==> src/sv/rpd_pkg.sv <==
package rpd_pkg;

    localparam int WORD_W = 32;
    localparam int CNT_W = 11;
    localparam int VAL_W = 10;
    localparam int ADDR_W = 3;
    localparam int DATA_W = 32;
    localparam int DIV_STEPS = 32;
    localparam int STEP_W = 5;
    localparam int GROUP = 32;

    localparam logic [CNT_W-1:0] PERM_SIZE_RESET = 11'd1024;
    localparam logic [CNT_W-1:0] DRAW_COUNT_RESET = 11'd1024;

    localparam logic REG_PERM_SIZE = 1'b0;
    localparam logic REG_DRAW_COUNT = 1'b1;

    typedef struct packed {
        logic              restart;
        logic [WORD_W-1:0] random_word;
    } in_t;

    typedef struct packed {
        logic [VAL_W-1:0] element;
        logic             last;
    } out_t;

    typedef struct packed {
        logic fill;
        logic shift;
    } pool_ctrl_t;

    typedef enum logic [1:0] {
        ST_IDLE,
        ST_DIVIDE,
        ST_READ,
        ST_SEND
    } state_t;

endpackage

==> src/sv/rpd_divider.sv <==
module rpd_divider (
    input  logic                        clk,
    input  logic                        rst_n,
    input  logic                        start,
    input  logic [rpd_pkg::WORD_W-1:0]  dividend,
    input  logic [rpd_pkg::CNT_W-1:0]   divisor,
    output logic                        done,
    output logic [rpd_pkg::CNT_W-1:0]   remainder
);

    localparam logic [rpd_pkg::STEP_W-1:0] LAST_STEP = rpd_pkg::STEP_W'(rpd_pkg::DIV_STEPS - 1);

    logic                         busy_reg;
    logic                         busy_next;
    logic                         done_reg;
    logic                         done_next;
    logic [rpd_pkg::STEP_W-1:0]   step_reg;
    logic [rpd_pkg::STEP_W-1:0]   step_next;
    logic [rpd_pkg::WORD_W-1:0]   shift_reg;
    logic [rpd_pkg::WORD_W-1:0]   shift_next;
    logic [rpd_pkg::CNT_W-1:0]    divisor_reg;
    logic [rpd_pkg::CNT_W-1:0]    divisor_next;
    logic [rpd_pkg::CNT_W-1:0]    rem_reg;
    logic [rpd_pkg::CNT_W-1:0]    rem_next;
    logic [rpd_pkg::CNT_W:0]      trial;

    assign trial = {rem_reg, shift_reg[rpd_pkg::WORD_W-1]};

    always_comb
    begin
        busy_next    = busy_reg;
        done_next    = 1'b0;
        step_next    = step_reg;
        shift_next   = shift_reg;
        divisor_next = divisor_reg;
        rem_next     = rem_reg;
        if (start)
        begin
            busy_next    = 1'b1;
            step_next    = '0;
            shift_next   = dividend;
            divisor_next = divisor;
            rem_next     = '0;
        end
        else if (busy_reg)
        begin
            shift_next = {shift_reg[rpd_pkg::WORD_W-2:0], 1'b0};
            step_next  = step_reg + 1'b1;
            if (trial >= {1'b0, divisor_reg})
            begin
                rem_next = rpd_pkg::CNT_W'(trial - {1'b0, divisor_reg});
            end
            else
            begin
                rem_next = trial[rpd_pkg::CNT_W-1:0];
            end
            if (step_reg == LAST_STEP)
            begin
                busy_next = 1'b0;
                done_next = 1'b1;
            end
        end
    end

    always_ff @(posedge clk or negedge rst_n)
    begin
        if (!rst_n)
        begin
            busy_reg <= 1'b0;
            done_reg <= 1'b0;
            step_reg <= '0;
        end
        else
        begin
            busy_reg <= busy_next;
            done_reg <= done_next;
            step_reg <= step_next;
        end
    end

    always_ff @(posedge clk)
    begin
        shift_reg   <= shift_next;
        divisor_reg <= divisor_next;
        rem_reg     <= rem_next;
    end

    assign done      = done_reg;
    assign remainder = rem_reg;

endmodule

==> config.mk <==
export PLATFORM = sky130hd
export DESIGN_NAME = rpd_divider
export DESIGN_NICKNAME = d
export VERILOG_FILES = /design/src/sv/rpd_pkg.sv /design/src/sv/rpd_divider.sv
export SDC_FILE = /design/constraint.sdc
export NUM_CORES = 1
export LEC_CHECK = 0
export BUFFER_PORTS_ARGS = -buffer_cell sky130_fd_sc_hd__buf_4
export CAP_MARGIN = 20
export CORE_UTILIZATION = 50
export CTS_CLUSTER_SIZE = 40
export DETAILED_ROUTE_END_ITERATION = 10
export GPL_TIMING_DRIVEN = 1
export PLACE_DENSITY = 0.84
export REMOVE_ABC_BUFFERS = 1
export SYNTH_ARGS = -nofsm -noshare
export SYNTH_HDL_FRONTEND = slang
export SYNTH_SLANG_ARGS = --single-unit
==> constraint.sdc <==
create_clock -name clk -period 2.6 [get_ports clk]
set_input_delay 0.13 -clock clk [delete_from_list [all_inputs] [get_ports clk]]
set_output_delay 0.13 -clock clk [all_outputs]
set_load 0.05 [all_outputs]
# == Word-level counts from Yosys, hierarchy flattened ==
# Cells that the tools add are included.
# op_classes
mux,11
addsub,2
order_cmp,1
eq_ne,1
n_reduce_logical,1
# op_table
operator,n
$mux 32,2
$ge 12x11->1,1
$mux 11,1
$sub 11x11->11,1
$mux 5,2
$mux 1,6
$add 5x1->5 const B,1
$eq 5x5->1 const B,1
$reduce_bool 2->1,1
# totals
reg_bits,61
out_inout_bits,12

# == Logic depth before layout (Yosys ltp) ==
# Gate-level depths: netlist (run 1).
# logic_depth
word_depth,4
depth_mapped,10
mapped_depth_nobuf,9

# == Worst setup path after synthesis (run 1) ==
# No wires, ideal clock.
# synth_path
path_kind,register to register
startpoint,register rem_reg (netlist bit remainder[0])
endpoint,register rem_reg (netlist bit remainder[6])
setup_time_ns,0.079
path_slack_ns,-0.199
path_stages_with_launch,10
arrival_ns,2.720
cell_sequence,dfxtp_1 -> inv_1 -> fa_1 -> nand2b_2 -> o2bb2ai_2 -> a211o_1 -> and2_4 -> buf_6 -> or3b_1 -> a211oi_2
# synth_between
elab_chain_cells,2
word_cells_on_any_way,3
# synth_rtl
item,line_no,rtl
from (decl),rpd_divider.sv:23,logic [rpd_pkg::CNT_W-1:0] rem_reg;
from (signal assigned),rpd_divider.sv:85,rem_reg <= rem_next;
$sub 11x11->11 or $ge 12x11->1 (tied branches),"rpd_divider.sv:51, rpd_divider.sv:49",
$mux 11 *,rpd_divider.sv:49,"if (trial >= {1'b0, divisor_reg})"
# Every way passes the cells marked *; elsewhere a longest branch is shown, timed or not.
# A chain may end at the register's enable or synchronous reset.

# == Worst setup path after layout (run 1) ==
# layout_path
startpoint,register shift_reg[31] in the netlist's numbering
endpoint,register rem_reg (netlist bit remainder[6])
# layout_between
elab_chain_cells,2
word_cells_on_any_way,3
# layout_rtl
item,line_no,rtl
from (decl),rpd_divider.sv:19,logic [rpd_pkg::WORD_W-1:0] shift_reg;
from (signal assigned),rpd_divider.sv:83,shift_reg <= shift_next;
$sub 11x11->11 or $ge 12x11->1 (tied branches),"rpd_divider.sv:51, rpd_divider.sv:49",
$mux 11 *,rpd_divider.sv:49,
# Marks and branches as above.

==> flow_summary_export.csv, run 1 <==
group,metric,value,unit
timing,timing.final.crit_share,96.4,%
cells_and_area,drive_gt1_share,34.9,%
routing,drt-met1-wl,2.59,mm
floorplan,die_h,79.8,um
critical_path,r2r_start,"shift_reg[31]",
yosys,synth_cells,244,
critical_path,crit_chain,"inv_1 -> ha_1 -> fa_2 -> nand2b_2 -> o2bb2ai_2 -> a211o_4 -> and2_4 -> or3b_1 -> a211oi_2",
critical_path,critPathArrivalTime,2760,ps
global_routing,grt_pass1_wl,9.74,mm
yosys,ys_seq_elements,61,
critical_path,reg2reg_slack,90,ps
routing,wl_met3,361,um
timing,hold_viol_final,0,
yosys,synthAdderAreaFrac,6.04,%
critical_path,crit_slowest_cell,"or3b_1",
cells_and_area,antennaDiodeCount,0,
global_routing,grt_pass1_vias,2165,
yosys,synth_area_per_cell,12.4,sq um
floorplan,ios,58,
clock_tree,cts_buffers,9,
power_and_ir_drop,ir_drop,0.599,mV
clock_tree,cts_tree,"built",
timing,fin_ws,93.2,ps
routing,vias,2161,
critical_path,cp_max_fo,7,
clock_tree,clk_pin_slew,70,ps
outcome,status,"finished, final reports clean",
yosys,synth-compound-area-share,11.1,%
run,maxCapViolCount,0,
place,port_buffers,57,
routing,drt_first_iter_violations,105,
place,hpwl,4.14,mm
routing,drc_errors,0,
floorplan,die_area,0.00636,sq mm
global_routing,grt_start_max_net_pins,36,
routing,dr_wl_met2,2.95,mm
clock_tree,root_buffer,"clkbuf_8",
clock_tree,cts_buffer_depth,2,
power_and_ir_drop,total_power,3.39,mW
critical_path,cp-end-kind,"register",
yosys,synth.largest_area_cell,"edfxtp_1",
yosys,synth.area.mux_share,13.3,%
yosys,synth_top_family_by_area,"multiplexers",
yosys,synth-async-reset-ratio,11.5,%
power_and_ir_drop,leakage,1.67,nW
cells_and_area,final_common_cell,"buf_4",
critical_path,cpPeakStageDelay,390,ps
timing,fin_crit,2510,ps
hold_path,hold_depth,2,
timing,fmax,399,MHz
power_and_ir_drop,p_per_area,881,mW/mm^2
critical_path,r2r-end,"remainder[6]",
floorplan,initial_core_util,53.3,%
timing,slew_headroom,71.5,%
timing,tightest_slew,425,ps
yosys,yosysTopAreaCellShare,42.7,%
hold_path,hp-start,"dividend[0]",
yosys,yosys-top-cells-area,"edfxtp_1 43%, mux2_2 12%, dfxtp_1 7.3%",
yosys,synth-xor-area-share,2.03,%
routing,highest_layer,"met4",
routing,avgRoutedWirePerCell,15.2,um
routing,viasPerCell,5.42,
critical_path,critPathKind,"register to register",
routing,drt_pass1_iterations,4,
place,gp_congestion,0.841,
yosys,synth-simple-area-share,8.49,%
yosys,synth_top_flop_cell,"edfxtp_1",
yosys,synth_edf_count,43,
cells_and_area,layout_common_cells,"61 x buf_4, 43 x edfxtp_1, 33 x mux2_2",
timing,skew,8.25,ps
routing,wl,6.07,mm
place,dpl_worst_slack,64.4,ps
routing,drtAntennaViolNets,0,
global_routing,grt_antenna_before_repair,0,
floorplan,dieWidth,79.8,um
global_routing,grt_usage,20.7,%
yosys,yosysUniqueCellTypes,44,
global_routing,grt_overflow,0,
hold_path,min_path_type,"input port to register",
cells_and_area,largest_reg_flops,32,
timing,rsz0062_at_grt,"false",
clock_tree,clock_latency,340,ps
hold_path,hold_end,"shift_reg[0]",
cells_and_area,fin_nets,382,
clock_tree,clkSinkCount,61,
critical_path,critPathRequiredTime,2860,ps
yosys,ys_warn_count,0,
critical_path,r2r_cells,9,
cells_and_area,area_growth_syn_to_layout,27.4,%
timing,drv_slew,0,
floorplan,std_cell_rows,27,
yosys,syn_area,0.00302,sq mm
critical_path,cp-start-kind,"register",
floorplan,core-area,0.00568,sq mm
yosys,ys_seq_area_share,55.8,%
timing,setup_viol_count_final,0,
clock_tree,cts_max_level,3,
worst max path at each step:
| stage | endpoint | from |
|---|---|---|
| final | remainder[6] | shift_reg[31] |
| after global routing | remainder[6] | shift_reg[31] |
| after CTS | remainder[6] | shift_reg[31] |
| after detailed placement | remainder[6] | shift_reg[31] |
| after global placement | remainder[6] | shift_reg[31] |
| after floorplan | remainder[3] | remainder[0] |
through the flow:
step	util [%]	TNS (ps)	area, sq um	std cells	hold slack [ps]
after floorplan	-	-378	2990	237	-166
final	67.9	0	3850	399	82.9
after global placement	62.5	0	3550	370	-52.0
after detailed placement	62.5	0	3550	370	-49.7
after global routing	67.9	0	3850	399	82.9
after CTS	67.5	0	3830	398	67.2
final cells by class:
type                       instances  area (sq um)
timing repair buffer              74           598
fill                             443          1820
clock buffer                      14           153
tap                               72          90.1
clock inverter                     2          11.3
inverter                          17          63.8
sequential                        61          1690
multi-input combinational        159          1250
synthesized netlist by cell type (2+ instances only):
cell      count
a211oi_1      2
a21o_1        3
a21oi_1      13
a22o_1        3
and3_1        2
clkbuf_1      6
dfrtp_1       7
dfxtp_1      11
edfxtp_1     43
ha_1         13
inv_1        17
mux2_2       33
mux2i_1       3
nand2_1      12
nand2b_1      2
nand4_1       3
nor2_1       19
nor2b_1       2
nor3_1        3
o21a_1        4
o21ai_0      14
or3_1         2
xnor2_1       4
xor2_1        3
per-layer routing:
metal,vias to the layer above,track usage (%)
li1,1053,-
met1,1016,25.1
met2,75,33.8
met3,17,6.17
met4,0,10.0
met5,-,0
critical path: cells and delay by family (launching register included):
family | cells | cell delay, ps
adders and majority gates | 2 | 570
buffers and inverters | 1 | 50
DFF | 1 | 350
AOI/OAI and AO/OA | 3 | 700
and+or+nand+nor | 3 | 760
logic make-up (layout without fill, tap and decap cells):
kind of cell	Yosys count	after routing
buffers and inverters	24	107
multiplexers	36	36
flip-flops	61	61
adder cells (fa/ha/maj)	14	14
XOR/XNOR	7	7
AND/OR/NAND/NOR	52	52
AO/OA/AOI/OAI	50	50
power breakdown:
group	internal (mW)	total (mW)	switching, mW
Clock	0.371	0.725	0.355
Combinational	0.577	1.37	0.794
Sequential	1.19	1.30	0.105
timing repair:
action                                 in CTS  in global routing
setup endpoints to repair                   0                  2
hold buffers                               12                  0
gates resized for setup                     0                  2
endpoints found under the hold margin      18                  0
setup buffers                               0                  1
(Power assumes the default switching activity.)
==> run 2, diff against run 1 <==
Settings changed: CELL_PAD_IN_SITES_DETAIL_PLACEMENT set to 1, CELL_PAD_IN_SITES_GLOBAL_PLACEMENT set to 1, CORE_UTILIZATION 50 to 40.
==> flow_summary_export.csv, run 2 (synthesis results as in run 1) <==
group,metric,value,unit
critical_path,critPathRequiredTime,2840,ps
timing,fin_crit,2430,ps
timing,setup_viol_count_final,0,
global_routing,grt_start_max_net_pins,38,
critical_path,critical_path.startpoint,"remainder[8]",
timing,hold_viol_final,0,
critical_path,worst-path-stages,7,
routing,drtAntennaViolNets,0,
routing,drc_errors,0,
routing,vias,2171,
clock_tree,cts_tree,"built",
critical_path,cpPeakStageDelay,500,ps
power_and_ir_drop,combPwrFrac,39.8,%
clock_tree,cts_buffers,9,
timing,setup-tns-final,0,ps
critical_path,reg2reg_slack,170,ps
cells_and_area,antennaDiodeCount,0,
clock_tree,clk_pin_slew,80,ps
hold_path,min_path_type,"input port to register",
cells_and_area,layout_common_cells,"64 x buf_4, 43 x edfxtp_1, 33 x mux2_2",
power_and_ir_drop,netSwitchingPower,1.35,mW
clock_tree,root_buffer,"clkbuf_8",
power_and_ir_drop,p_sw_share,37.6,%
timing,fmax,411,MHz
cells_and_area,final_common_cell,"buf_4",
global_routing,grt_pass1_vias,2319,
cells_and_area,area_growth_syn_to_layout,29.9,%
power_and_ir_drop,pwr-share-seq,36.3,%
timing,skew,4.41,ps
clock_tree,clock_latency,340,ps
place,gp_congestion,0.841,
global_routing,grt_antenna_before_repair,0,
critical_path,r2r_start,"remainder[8]",
global_routing,grt_pass1_wl,11.1,mm
floorplan,ios,58,
critical_path,cp_max_fo,7,
power_and_ir_drop,leakage,1.69,nW
critical_path,crit_chain,"ha_1 -> a21oi_1 -> o21ai_0 -> nor3_2 -> nand2_1 -> mux2_2 -> a22o_1",
critical_path,endpoint,"remainder[3]",
routing,drt_pass1_iterations,4,
timing,slew_headroom,66.2,%
critical_path,r2r_cells,7,
routing,avgRoutedWirePerCell,16.3,um
timing,drv_slew,0,
critical_path,crit_family,"simple AND/OR/NAND/NOR gates",
critical_path,crit_slowest_cell,"nor3_2",
cells_and_area,largest_reg_flops,32,
routing,wl,6.97,mm
critical_path,critPathArrivalTime,2670,ps
clock_tree,cts_buffer_depth,2,
floorplan,core-area,0.00729,sq mm
cells_and_area,layout.cells.non_filler,428,
critical_path,cp-end-kind,"register",
floorplan,die_h,88.9,um
run,maxCapViolCount,0,
clock_tree,cts_max_level,3,
floorplan,initial_core_util,41.5,%
place,port_buffers,57,
global_routing,grt_usage,19.0,%
place,hpwl,4.83,mm
floorplan,std_cell_rows,31,
cells_and_area,drive_gt1_share,36.8,%
timing,timing.final.crit_share,93.5,%
power_and_ir_drop,p_per_area,913,mW/mm^2
cells_and_area,fin_nets,384,
floorplan,die_area,0.00791,sq mm
critical_path,crit_buf_inv,0,
power_and_ir_drop,internal-power,2.24,mW
floorplan,dieWidth,88.9,um
critical_path,critPathKind,"register to register",
critical_path,r2r-end,"remainder[3]",
outcome,status,"finished, final reports clean",
global_routing,grt_overflow,0,
timing,tightest_slew,505,ps
power_and_ir_drop,clkPwrFrac,23.9,%
routing,drt_first_iter_violations,99,
power_and_ir_drop,ir_drop,0.339,mV
clock_tree,clkSinkCount,61,
critical_path,cp-start-kind,"register",
place,dp.cells,398,
routing,viasPerCell,5.07,
## run 2: changes by cell type in the layout (fill, tap and decap cells not counted), sizes merged
cell      before  now
inv           17   18
bufinv         0    1
buf           62   64
clkbuf        14    9
clkinv         1    3
clkinvlp       1    2
## run 2: cell type report
cell class | count | area (sq um)
sequential | 61 | 1690
fill | 805 | 3370
timing repair buffer | 76 | 601
tap | 99 | 124
clock buffer | 9 | 124
multi-input combinational | 159 | 1250
inverter | 17 | 63.8
clock inverter | 7 | 75.1
## run 2: worst min path at each step
| stage | slack, ps | end | startpoint | cells past startpoint |
|---|---|---|---|---|
| final | 80 | shift_reg[0] | dividend[0] | 2 |
| after global routing | 70 | shift_reg[0] | dividend[0] | 2 |
| after CTS | 70 | shift_reg[0] | dividend[0] | 2 |
| after detailed placement | -50 | step_reg[1] | rst_n | 1 |
| after global placement | -50 | step_reg[3] | rst_n | 1 |
| after floorplan | -170 | busy_reg | rst_n | 0 |
## run 2: repair_timing
item,4_1_cts,5_1_grt
resized for setup,0,4
endpoints found under the setup margin,0,4
buffers inserted,0,2
hold buffers,12,0
hold endpoints to repair,18,0
## run 2: stage by stage
step | power (mW) | utilization, % | setup WS (ps) | instance area [sq um] | hold WS [ps]
after floorplan | 2.26 | - | -136 | 2990 | -166
after global placement | 2.63 | 49.1 | 147 | 3580 | -52.0
after detailed placement | 2.68 | 49.1 | 48.9 | 3580 | -54.0
after CTS | 3.56 | 53.4 | 20.7 | 3900 | 72.0
after global routing | 3.79 | 53.8 | -44.9 | 3930 | 68.2
final | 3.59 | 53.8 | 168 | 3930 | 78.4
## run 2: power by group through the flow
stage,sequential [mW],combinational [mW],clock [mW]
after floorplan,1.52,0.738,0
after global placement,1.31,1.32,0
after detailed placement,1.32,1.36,0
after CTS,1.30,1.39,0.875
after global routing,1.32,1.55,0.918
final,1.30,1.43,0.858
## run 2: layer usage
layer | global-route usage (%) | part of all wire [%] | up-vias
met5 | 0 | 0 | -
met4 | 7.36 | 1.8 | 0
met3 | 6.19 | 5.6 | 14
met2 | 32.7 | 50 | 52
met1 | 22.3 | 43 | 1048
li1 | - | - | 1057
